<file path="src/sv/ctfc_pkg.sv">
// Types, tables and per-stage functions for the clock-tree frequency calculator.
package ctfc_pkg;

	// Widths and pipeline shape
	localparam int FREQ_W = 26;
	localparam int WORD_W = 32;
	localparam int NS     = 11;   // pipeline stages ahead of the output register
	localparam int STG_MUL2 = 6;  // PLL2 multiply and predivider-one setup
	localparam int STG_SYS  = 11; // main PLL multiply and source select

	localparam logic [FREQ_W-1:0] FREQ_RESET = 26'd8000000;

	// Configuration register indexes
	localparam logic [1:0] REG_CRYSTAL  = 2'd0;
	localparam logic [1:0] REG_INTERNAL = 2'd1;

	// Clock source codes
	localparam logic [1:0] SRC_INTERNAL     = 2'd0;
	localparam logic [1:0] SRC_CRYSTAL      = 2'd1;
	localparam logic [1:0] SRC_PLL          = 2'd2;
	localparam logic [1:0] SRC_INTERNAL_ALT = 2'd3;

	// Doubled multiplier and prescaler shift tables
	localparam logic [5:0] PLL_X2 [16] = '{6'd36, 6'd6, 6'd8, 6'd10, 6'd12, 6'd14, 6'd16, 6'd18,
		6'd20, 6'd22, 6'd24, 6'd26, 6'd28, 6'd13, 6'd30, 6'd32};
	localparam logic [5:0] PLL2_X2 [16] = '{6'd5, 6'd25, 6'd8, 6'd10, 6'd12, 6'd14, 6'd16, 6'd18,
		6'd20, 6'd22, 6'd24, 6'd26, 6'd28, 6'd30, 6'd32, 6'd40};
	localparam logic [3:0] AHB_SHIFT [16] = '{4'd0, 4'd0, 4'd0, 4'd0, 4'd0, 4'd0, 4'd0, 4'd0,
		4'd1, 4'd2, 4'd3, 4'd4, 4'd6, 4'd7, 4'd8, 4'd9};
	localparam logic [2:0] APB_SHIFT [8] = '{3'd0, 3'd0, 3'd0, 3'd0, 3'd1, 3'd2, 3'd3, 3'd4};

	// Input beat, last field in the lowest bits
	typedef struct packed {
		logic       pad;
		logic [2:0] apb2_presc_index;
		logic [2:0] apb1_presc_index;
		logic [3:0] ahb_presc_index;
		logic       internal_undivided;
		logic [3:0] prediv2_field;
		logic [3:0] pll2_mult_index;
		logic       prediv1_from_pll2;
		logic [3:0] prediv1_field;
		logic       pll_from_prediv;
		logic [3:0] pll_mult_index;
		logic [1:0] clock_source;
	} in_beat_t;

	// Output beat, last field in the lowest bits
	typedef struct packed {
		logic [WORD_W-1:0] apb2_hz;
		logic [WORD_W-1:0] apb1_hz;
		logic [WORD_W-1:0] ahb_hz;
		logic [WORD_W-1:0] system_hz;
	} out_beat_t;

	// Payload carried down the pipeline
	typedef struct packed {
		logic [WORD_W-1:0] num;     // dividend shifting out, quotient shifting in
		logic [3:0]        rem;     // partial remainder
		logic [4:0]        dvs;     // current divisor, 1..16
		logic [4:0]        prediv1;
		logic [5:0]        pll_mul;
		logic [5:0]        pll2_mul;
		logic [1:0]        src;
		logic              from_prediv;
		logic              from_pll2;
		logic              undiv;
		logic [3:0]        ahb_sh;
		logic [2:0]        apb1_sh;
		logic [2:0]        apb2_sh;
	} pipe_t;

	// Set up a new beat: crystal divided by predivider two comes first
	function automatic pipe_t load_stage(in_beat_t b, logic [FREQ_W-1:0] crystal);
		pipe_t p;
		p.num         = {6'd0, crystal};
		p.rem         = '0;
		p.dvs         = {1'b0, b.prediv2_field} + 5'd1;
		p.prediv1     = {1'b0, b.prediv1_field} + 5'd1;
		p.pll_mul     = PLL_X2[b.pll_mult_index];
		p.pll2_mul    = PLL2_X2[b.pll2_mult_index];
		p.src         = b.clock_source;
		p.from_prediv = b.pll_from_prediv;
		p.from_pll2   = b.prediv1_from_pll2;
		p.undiv       = b.internal_undivided;
		p.ahb_sh      = AHB_SHIFT[b.ahb_presc_index];
		p.apb1_sh     = APB_SHIFT[b.apb1_presc_index];
		p.apb2_sh     = APB_SHIFT[b.apb2_presc_index];
		return p;
	endfunction

	// Eight restoring division steps, one quotient bit each
	function automatic pipe_t div_step8(pipe_t p);
		pipe_t      r;
		logic [4:0] part;
		r = p;
		for (int i = 0; i < 8; i++) begin
			part  = {r.rem, r.num[WORD_W-1]};
			r.num = {r.num[WORD_W-2:0], 1'b0};
			if (part >= r.dvs) begin
				part     = part - r.dvs;
				r.num[0] = 1'b1;
			end
			r.rem = part[3:0];
		end
		return r;
	endfunction

	// PLL2 output, then pick the dividend for predivider one
	function automatic pipe_t mul2_stage(pipe_t p, logic [FREQ_W-1:0] crystal);
		pipe_t             r;
		logic [WORD_W-1:0] prod;
		r    = p;
		prod = p.num * {26'd0, p.pll2_mul};
		r.num = p.from_pll2 ? {1'b0, prod[WORD_W-1:1]} : {6'd0, crystal};
		r.rem = '0;
		r.dvs = p.prediv1;
		return r;
	endfunction

	// Main PLL product and system clock select; result lands in num
	function automatic pipe_t sys_stage(pipe_t p, logic [FREQ_W-1:0] crystal,
		logic [FREQ_W-1:0] internal);
		pipe_t             r;
		logic [WORD_W-1:0] pll_in;
		logic [WORD_W-1:0] prod;
		r = p;
		if (p.from_prediv)
			pll_in = p.num;
		else if (p.undiv)
			pll_in = {6'd0, internal};
		else
			pll_in = {7'd0, internal[FREQ_W-1:1]};
		prod = pll_in * {26'd0, p.pll_mul};
		case (p.src)
			SRC_CRYSTAL: r.num = {6'd0, crystal};
			SRC_PLL:     r.num = {1'b0, prod[WORD_W-1:1]};
			SRC_INTERNAL, SRC_INTERNAL_ALT: r.num = {6'd0, internal};
			default:     r.num = {6'd0, internal};
		endcase
		return r;
	endfunction

endpackage

</file>
<file path="src/sv/clock_tree_frequency_calc.sv">
// Clock-tree frequency calculator: pipelined system, AHB, APB1 and APB2 frequency math.
//
//  channel | direction | handshake            | payload
//  s_*     | in        | s_tvalid / s_tready  | s_tdata, 32 bits of clock-tree settings
//  m_*     | out       | m_tvalid / m_tready  | m_tdata, four 32-bit frequencies
//  cfg_*   | in        | cfg_valid / cfg_ready| cfg_index, cfg_data (oscillator frequencies)
//
// One beat is taken every cycle while the output side keeps up. The pipeline holds two
// 32-step restoring dividers (predivider two, predivider one),
// each spread over four stages of eight steps, plus load, two multiply stages and the
// output register. Reset empties every stage; the oscillator registers return to 8 MHz.
// A stall backs up stage by stage; empty stages keep filling, so no beat is lost or repeated.
module clock_tree_frequency_calc (
	input  logic        clk,
	input  logic        arst_n,
	// clock_source[1:0], pll_mult_index[5:2], pll_from_prediv[6], prediv1_field[10:7],
	// prediv1_from_pll2[11], pll2_mult_index[15:12], prediv2_field[19:16],
	// internal_undivided[20], ahb_presc_index[24:21], apb1_presc_index[27:25],
	// apb2_presc_index[30:28], zero[31]
	input  logic [31:0]  s_tdata,
	input  logic         s_tvalid,
	output logic         s_tready,
	// system_hz[31:0], ahb_hz[63:32], apb1_hz[95:64], apb2_hz[127:96]
	output logic [127:0] m_tdata,
	output logic         m_tvalid,
	input  logic         m_tready,
	input  logic         cfg_valid,
	output logic         cfg_ready,
	input  logic [1:0]   cfg_index,
	input  logic [25:0]  cfg_data
);
	import ctfc_pkg::*;

	logic [FREQ_W-1:0] crystal_q;
	logic [FREQ_W-1:0] internal_q;

	pipe_t pipe_s [1:NS];
	logic  vld_s  [1:NS];
	pipe_t nxt    [1:NS];
	logic  rdy    [1:NS];
	logic  rdy_out;

	logic      out_vld_q;
	out_beat_t out_q;

	in_beat_t in_beat;

	assign in_beat   = in_beat_t'(s_tdata);
	assign cfg_ready = 1'b1;

	// Oscillator frequency registers
	always_ff @(posedge clk or negedge arst_n) begin
		if (!arst_n) begin
			crystal_q  <= FREQ_RESET;
			internal_q <= FREQ_RESET;
		end else if (cfg_valid && cfg_ready) begin
			case (cfg_index)
				REG_CRYSTAL:  crystal_q  <= cfg_data;
				REG_INTERNAL: internal_q <= cfg_data;
				default: ;
			endcase
		end
	end

	// Ready chain: a stage loads when empty or when its beat moves on
	always_comb begin
		rdy_out = !out_vld_q || m_tready;
		rdy[NS] = !vld_s[NS] || rdy_out;
		for (int k = NS - 1; k >= 1; k--)
			rdy[k] = !vld_s[k] || rdy[k + 1];
	end

	assign s_tready = rdy[1];

	// Next payload for each stage
	always_comb begin
		nxt[1] = load_stage(in_beat, crystal_q);
		for (int k = 2; k <= NS; k++) begin
			if (k == STG_MUL2)
				nxt[k] = mul2_stage(pipe_s[k - 1], crystal_q);
			else if (k == STG_SYS)
				nxt[k] = sys_stage(pipe_s[k - 1], crystal_q, internal_q);
			else
				nxt[k] = div_step8(pipe_s[k - 1]);
		end
	end

	// Advance valid bits
	always_ff @(posedge clk or negedge arst_n) begin
		if (!arst_n) begin
			for (int k = 1; k <= NS; k++)
				vld_s[k] <= 1'b0;
			out_vld_q <= 1'b0;
		end else begin
			if (rdy[1])
				vld_s[1] <= s_tvalid;
			for (int k = 2; k <= NS; k++)
				if (rdy[k])
					vld_s[k] <= vld_s[k - 1];
			if (rdy_out)
				out_vld_q <= vld_s[NS];
		end
	end

	// Advance payload
	always_ff @(posedge clk) begin
		for (int k = 1; k <= NS; k++)
			if (rdy[k])
				pipe_s[k] <= nxt[k];
		if (rdy_out) begin
			out_q.system_hz <= pipe_s[NS].num;
			out_q.ahb_hz    <= pipe_s[NS].num >> pipe_s[NS].ahb_sh;
			out_q.apb1_hz   <= (pipe_s[NS].num >> pipe_s[NS].ahb_sh) >> pipe_s[NS].apb1_sh;
			out_q.apb2_hz   <= (pipe_s[NS].num >> pipe_s[NS].ahb_sh) >> pipe_s[NS].apb2_sh;
		end
	end

	assign m_tvalid = out_vld_q;
	assign m_tdata  = out_q;

	// Bus clocks never exceed the clock they are divided from
	a_clock_order: assert property (@(posedge clk) disable iff (!arst_n)
		out_vld_q |-> (out_q.ahb_hz <= out_q.system_hz) && (out_q.apb1_hz <= out_q.ahb_hz)
			&& (out_q.apb2_hz <= out_q.ahb_hz))
		else $error("bus clock above its parent clock");

	// Input stalls only when every stage holds a beat
	a_full_stall: assert property (@(posedge clk) disable iff (!arst_n)
		!s_tready |-> out_vld_q && vld_s[1] && vld_s[5] && vld_s[NS])
		else $error("input stalled with a bubble in the pipeline");

	// First divider finished with a remainder below its divisor
	a_div2_rem: assert property (@(posedge clk) disable iff (!arst_n)
		vld_s[STG_MUL2 - 1] |-> ({1'b0, pipe_s[STG_MUL2 - 1].rem} < pipe_s[STG_MUL2 - 1].dvs))
		else $error("predivider two remainder out of range");

	// Second divider finished with a remainder below its divisor
	a_div1_rem: assert property (@(posedge clk) disable iff (!arst_n)
		vld_s[STG_SYS - 1] |-> ({1'b0, pipe_s[STG_SYS - 1].rem} < pipe_s[STG_SYS - 1].dvs))
		else $error("predivider one remainder out of range");

endmodule

</file>
<file path="config.mk">
export PLATFORM = sky130hd
export DESIGN_NAME = clock_tree_frequency_calc
export DESIGN_NICKNAME = d
export VERILOG_FILES = /design/src/sv/ctfc_pkg.sv /design/src/sv/clock_tree_frequency_calc.sv
export SDC_FILE = /design/constraint.sdc
export NUM_CORES = 2
export LEC_CHECK = 0
export BUFFER_PORTS_ARGS = -buffer_cell sky130_fd_sc_hd__buf_2
export CAP_MARGIN = 5
export CORE_AREA = 2 2 249 496
export DETAILED_ROUTE_END_ITERATION = 6
export DIE_AREA = 0 0 251 498
export HOLD_SLACK_MARGIN = 0.1
export PLACE_DENSITY = 0.61
export RECOVER_POWER = 100
export SLEW_MARGIN = 20
export SYNTH_ARGS = -nofsm -noshare
export SYNTH_HDL_FRONTEND = slang
export SYNTH_SLANG_ARGS = --single-unit
</file>
<file path="constraint.sdc">
create_clock -name clk -period 15.1 [get_ports clk]
set_clock_uncertainty 0.15 [all_clocks]
set_input_delay 1.51 -clock clk [delete_from_list [all_inputs] [get_ports clk]]
set_output_delay 1.51 -clock clk [all_outputs]
set_load 0.005 [all_outputs]
</file>
* Yosys cells after proc, flatten, opt, wreduce, memory -nomap -nowiden
Memory sizes are Yosys's and may differ from the RTL's.
Index checks and enable logic that the tools add are counted.
** Operators by class
- Mux-type cells :: 164
- Bitwise logic cells :: 5
- Add/subtract/negate cells :: 66
- Order comparisons :: 69
- Equality and inequality tests :: 4
- Reduce and logical (&&, ||, !) cells :: 29
- Shifts and indexed selects :: 3
- Multiply operators :: 2
** Operators by type and width (count)
- >= comparator 5 bit :: 64
- two-way mux 4 bit :: 66
- subtractor 4 bit :: 64
- one-hot mux 32 bit (3 select lines) :: 1
- two-way mux 1 bit :: 86
- multiplier 32 x 6 -> 32 bit :: 2
- right shift 32 x 3 -> 32 bit :: 2
- two-way mux 32 bit :: 1
- right shift 32 x 4 -> 32 bit :: 1
- two-way mux 31 bit :: 1
- two-way mux 26 bit :: 1
- two-way mux 6 bit :: 4
- >= comparator 5 bit, second input constant :: 3
- NOT 4 -> 5 bit :: 3
- zero test 1 bit :: 12
- logical OR 1 bit :: 12
- two-way mux 3 bit :: 4
- adder 4 x 1 -> 5 bit, second input constant :: 2
- >= comparator 4 bit, second input constant :: 2
- NOT 3 -> 4 bit :: 2
- == test 2 x 1 -> 1 bit, second input constant :: 2
- == test 2 bit, second input constant :: 2
- zero test 2 bit :: 2
- AND reduction 2 bit :: 2
- OR reduction 2 bit :: 1
** Word-level totals
- Bits in read-only memories :: 304
- RAM bits :: 803
- Output and inout bits :: 131
- Word-level logic and storage cells :: 366
- Input bits :: 65
- Memories kept :: 6
- Bits in registers :: 192
** Memories
- pipe_s :: depth 11, width 73, read ports 11, clocked after Yosys merged registers in 0, wr ports 11, RTL line clock_tree_frequency_calc.sv:37 : pipe_t pipe_s [1:NS];
- (name not given) :: depth 16, width 6, read ports 1, clocked after Yosys merged registers in 0, wr ports 0, RTL line ctfc_pkg.sv:81 : p.pll2_mul = PLL2_X2[b.pll2_mult_index];
- (name not given) :: depth 16, width 6, read ports 1, clocked after Yosys merged registers in 0, wr ports 0, RTL line ctfc_pkg.sv:80 : p.pll_mul = PLL_X2[b.pll_mult_index];
- (name not given) :: depth 16, width 4, read ports 1, clocked after Yosys merged registers in 0, wr ports 0, RTL line ctfc_pkg.sv:86 : p.ahb_sh = AHB_SHIFT[b.ahb_presc_index];
- (name not given) :: depth 8, width 3, read ports 1, clocked after Yosys merged registers in 0, wr ports 0, RTL line ctfc_pkg.sv:88 : p.apb2_sh = APB_SHIFT[b.apb2_presc_index];
- (name not given) :: depth 8, width 3, read ports 1, clocked after Yosys merged registers in 0, wr ports 0, RTL line ctfc_pkg.sv:87 : p.apb1_sh = APB_SHIFT[b.apb1_presc_index];

* Longest topological paths before layout
An unclocked memory read counts as a cell.
- Depth after elaboration :: 17
- Depth in mapped cells :: 67
- Mapped depth without buffers :: 62

* Least setup slack after synthesis
OpenSTA, ideal clock, no wires.
- Kind :: reg2reg
- Start point :: register pipe_s[0][179] (netlist name)
- End point :: register pipe_s[0][257] (netlist name)
- Buffers on the path :: 1
- Arrival :: 11.676 ns
- Cell stages (with the launch flop) :: 61
- Period minus slack after synthesis :: 12.086 ns
- Slack :: 3.014 ns
- Data required time :: 14.690 ns
- Path through :: edfxtp_1 -> inv_1 -> ha_1 -> a21o_1 -> a21o_1 -> a21o_1 -> a21o_1 -> mux2_2 -> inv_1 -> ha_1 -> a21o_1 -> a21o_1 -> a21o_1 -> a21oi_1 -> mux2_2 -> inv_1 -> ha_1 -> a21o_1 -> [... 25 more ...] -> a21oi_1 -> inv_1 -> ha_1 -> o21ai_0 -> a21boi_0 -> o21ai_0 -> nand2b_1 -> a21oi_1 -> mux2i_1 -> ha_1 -> o21ai_0 -> nand2b_1 -> a21oi_1 -> nor2b_1 -> o21ai_0 -> nand2b_1 -> clkbuf_1 -> mux2_2

==> run_results.csv <==
group,metric,value,unit
synthesis,avgSynthCellArea,12.0,µm²
cts,path_clk_slew,0.07,ns
synthesis,ys_types,70,
setup_path,crit_required,15.38,ns
setup_path,r2r_start,"pipe_s[0][544]",
timing,clock.fmax,73.1,MHz
min_path,worstHoldEndpoint,"pipe_s[0][787]",
timing,slew_violations,1028,
outcome,violations,"capacitance limit, slew limit",
global_routing,grt_start_max_net_pins,76,
setup_path,cp_max_fo,10,
timing,hold_violations,0,
drt,route.detailed.drc,0,
min_path,hold_depth,0,
place,gp_congestion,0.988,
synthesis,synth-main-ff-cell,"edfxtp_1",
cts,clock_latency,0.71,ns
timing,min_period_over_period,90.6,%
synthesis,syn_inst,4519,
setup_path,cp_common_cell,"a21o_1",
synthesis,synth_area,54000,µm²
timing,relSlewSlack,-181,%
global_routing,grt_pass1_wl,193,mm
global_routing,grt.overflow.total,0,
setup_path,worst-endpoint-arrival,13.96,ns
floorplan,pin_count,196,
synthesis,synth_seq_cells,866,
cts,htreeDepth,3,
cts,postCtsSetupRepairBufs,0,
drt,wl_per_cell,19.6,µm
global_routing,grt_usage,19.9,%
floorplan,start_util,44.5,%
floorplan,die_area,125000,µm²
drt,ant_nets,0,
place,port-buffer-count,189,
final_layout,fin_nets,5408,
final_layout,layout-drive-gt1-share,10.5,%
cts,cts_sinks,866,
floorplan,die_h,498,µm
drt,vias_per_cell,5.38,
min_path,holdCritStartpoint,"pipe_s[0][706]",
final_layout,fillCellCount,10948,
synthesis,ys.warnings.count,0,
setup_path,critical_path.slowest_cell,"edfxtp_1",
setup_path,end_kind,"register",
cts,ctsHoldBuffers,0,
cts,cts_tree,"done",
floorplan,fp.dieW,251,µm
setup_path,cpPeakStageDelay,0.72,ns
place,dp_hpwl,97.3,mm
drt,first_iter_violations,1311,
synthesis,ys_seq_area_share,47.6,%
synthesis,synth_edf_count,802,
cts,clockBufferDepth,3,
drt,vias,33937,
run,cap_violations,20,
min_path,min_path_type,"reg -> reg",
setup_path,r2r-end,"pipe_s[0][624]",
final_layout,syn_to_final_growth,9.56,%
setup_path,reg2regPathDepth,57,
synthesis,async_reset_ff_share,7.39,%
timing,tns,0,ns
cts,cts_resized,0,
timing,tightest_slew,4.22,ns
timing,finalSetupViolations,0,
timing,min_period,13.68,ns
cts,clockRootBuffer,"clkbuf_16",
outcome,status,"finished, violations left",
drt,firstDrtPassIters,5,
drt,wl,123,mm
global_routing,antenna_found_initial,2,
floorplan,rows,181,
cts,cts_buffers,81,
timing,rsz0062_at_grt,"false",
global_routing,grt_pass1_vias,35674,
floorplan,core_area,121000,µm²
setup_path,reg2reg_slack,1.42,ns
setup_path,crit_path_start_kind,"register",
setup_path,critical_path_class,"reg -> reg",
[per-layer routing]
layer  up-vias  GRT usage (%)  share of wire [%]
met1     16813           18.1                 33
li1      16094              -                  -
met2       697           41.0                 58
met4         0           11.2                5.8
met5         -              0                  0
met3       333           2.54                2.9
[cell usage in the layout, fill, tap and decap left out, types with 21 or more instances in the layout]
master     count
a21oi_1      217
dfrtp_1       50
xnor2_1      131
mux2_2       190
nand2b_1      90
mux4_2        21
buf_4         28
clkbuf_16     82
nand3_1       36
buf_2        100
fa_1         273
a21o_1       214
nor2b_1       31
xor2_1        63
o21ai_0      208
mux2_1        29
nand2_1      536
nor2_1       137
inv_1        492
ha_1         382
mux2i_1      188
and2_1        23
edfxtp_1     802
clkbuf_1     127
[how the worst max path moves through the flow]
stage,startpoint,cells after the start,slack (ns),to
6_report,pipe_s[0][544],57,1.42,pipe_s[0][624]
5_1_grt,pipe_s[0][179],60,0.44,pipe_s[0][258]
4_1_cts,pipe_s[0][179],60,1.65,pipe_s[0][258]
3_5_place_dp,pipe_s[0][179],60,1.74,pipe_s[0][258]
3_3_place_gp,pipe_s[0][179],60,1.86,pipe_s[0][259]
2_1_floorplan,pipe_s[0][179],60,3.01,pipe_s[0][257]
[synthesized netlist by cell type, types with 90 or more instances]
cell	number	area share [%]
fa_1	273	10
edfxtp_1	802	45
a21o_1	214	3.0
mux2i_1	188	3.5
nor2_1	137	0.95
nand2b_1	90	1.0
ha_1	383	8.9
nand2_1	537	3.7
xnor2_1	131	2.1
inv_1	496	3.4
o21ai_0	203	1.9
a21oi_1	204	1.9
clkbuf_1	126	0.88
mux2_2	219	4.6
[area by class of cell]
type | count | area [µm²] | area share [%]
Tap cell | 1555 | 1950 | 3.29
Clock buffer | 101 | 2150 | 3.64
Inverter | 500 | 1880 | 3.17
Antenna cell | 2 | 5.00 | 0.00845
Sequential cell | 866 | 25700 | 43.4
Clock inverter | 46 | 601 | 1.01
Timing Repair Buffer | 239 | 1130 | 1.90
Multi-Input combinational cell | 2999 | 25800 | 43.6
[state kept, by name, summed over array words and instances (netlist names)]
signal      flops
internal_q     26
m_tdata       124
crystal_q      26
m_tvalid        1
pipe_s        678
vld_s          11
[kinds of logic after synthesis]
kind of cell,share of synthesized area (%)
buf+inv,4.64
fa+ha+maj,19.0
mux,8.98
xor+xnor,3.14
compound gates,9.10
simple gates,7.59
other cells,0.0139
flops,47.6
[critical path, delay by kind of cell, from the launching register on]
kind | cells | cell delay (ns)
DFF | 1 | 0.72
muxes | 7 | 2.64
AOI/OAI and AO/OA | 32 | 6.39
buffers and inverters | 6 | 0.81
adders and majority gates | 8 | 2.28
and+or+nand+nor | 4 | 0.40
[metrics by stage]
stage / hold slack (ns) / setup WS (ns) / instance area [µm²] / cells / util, %
floorplan: 0.250 / 3.01 / 54100 / 4522 / -
global placement: 0.251 / 1.86 / 56700 / 6158 / 46.7
detailed placement: 0.255 / 1.74 / 56700 / 6158 / 46.7
CTS: 0.253 / 1.65 / 59500 / 6305 / 49.0
global route: 0.259 / 0.444 / 59200 / 6307 / 48.8
finish: 0.243 / 1.42 / 59200 / 6308 / 48.8
Power is left out: the tool's default activity adds up to more than one toggle a clock period on the data nets, which glitch-free logic cannot reach.
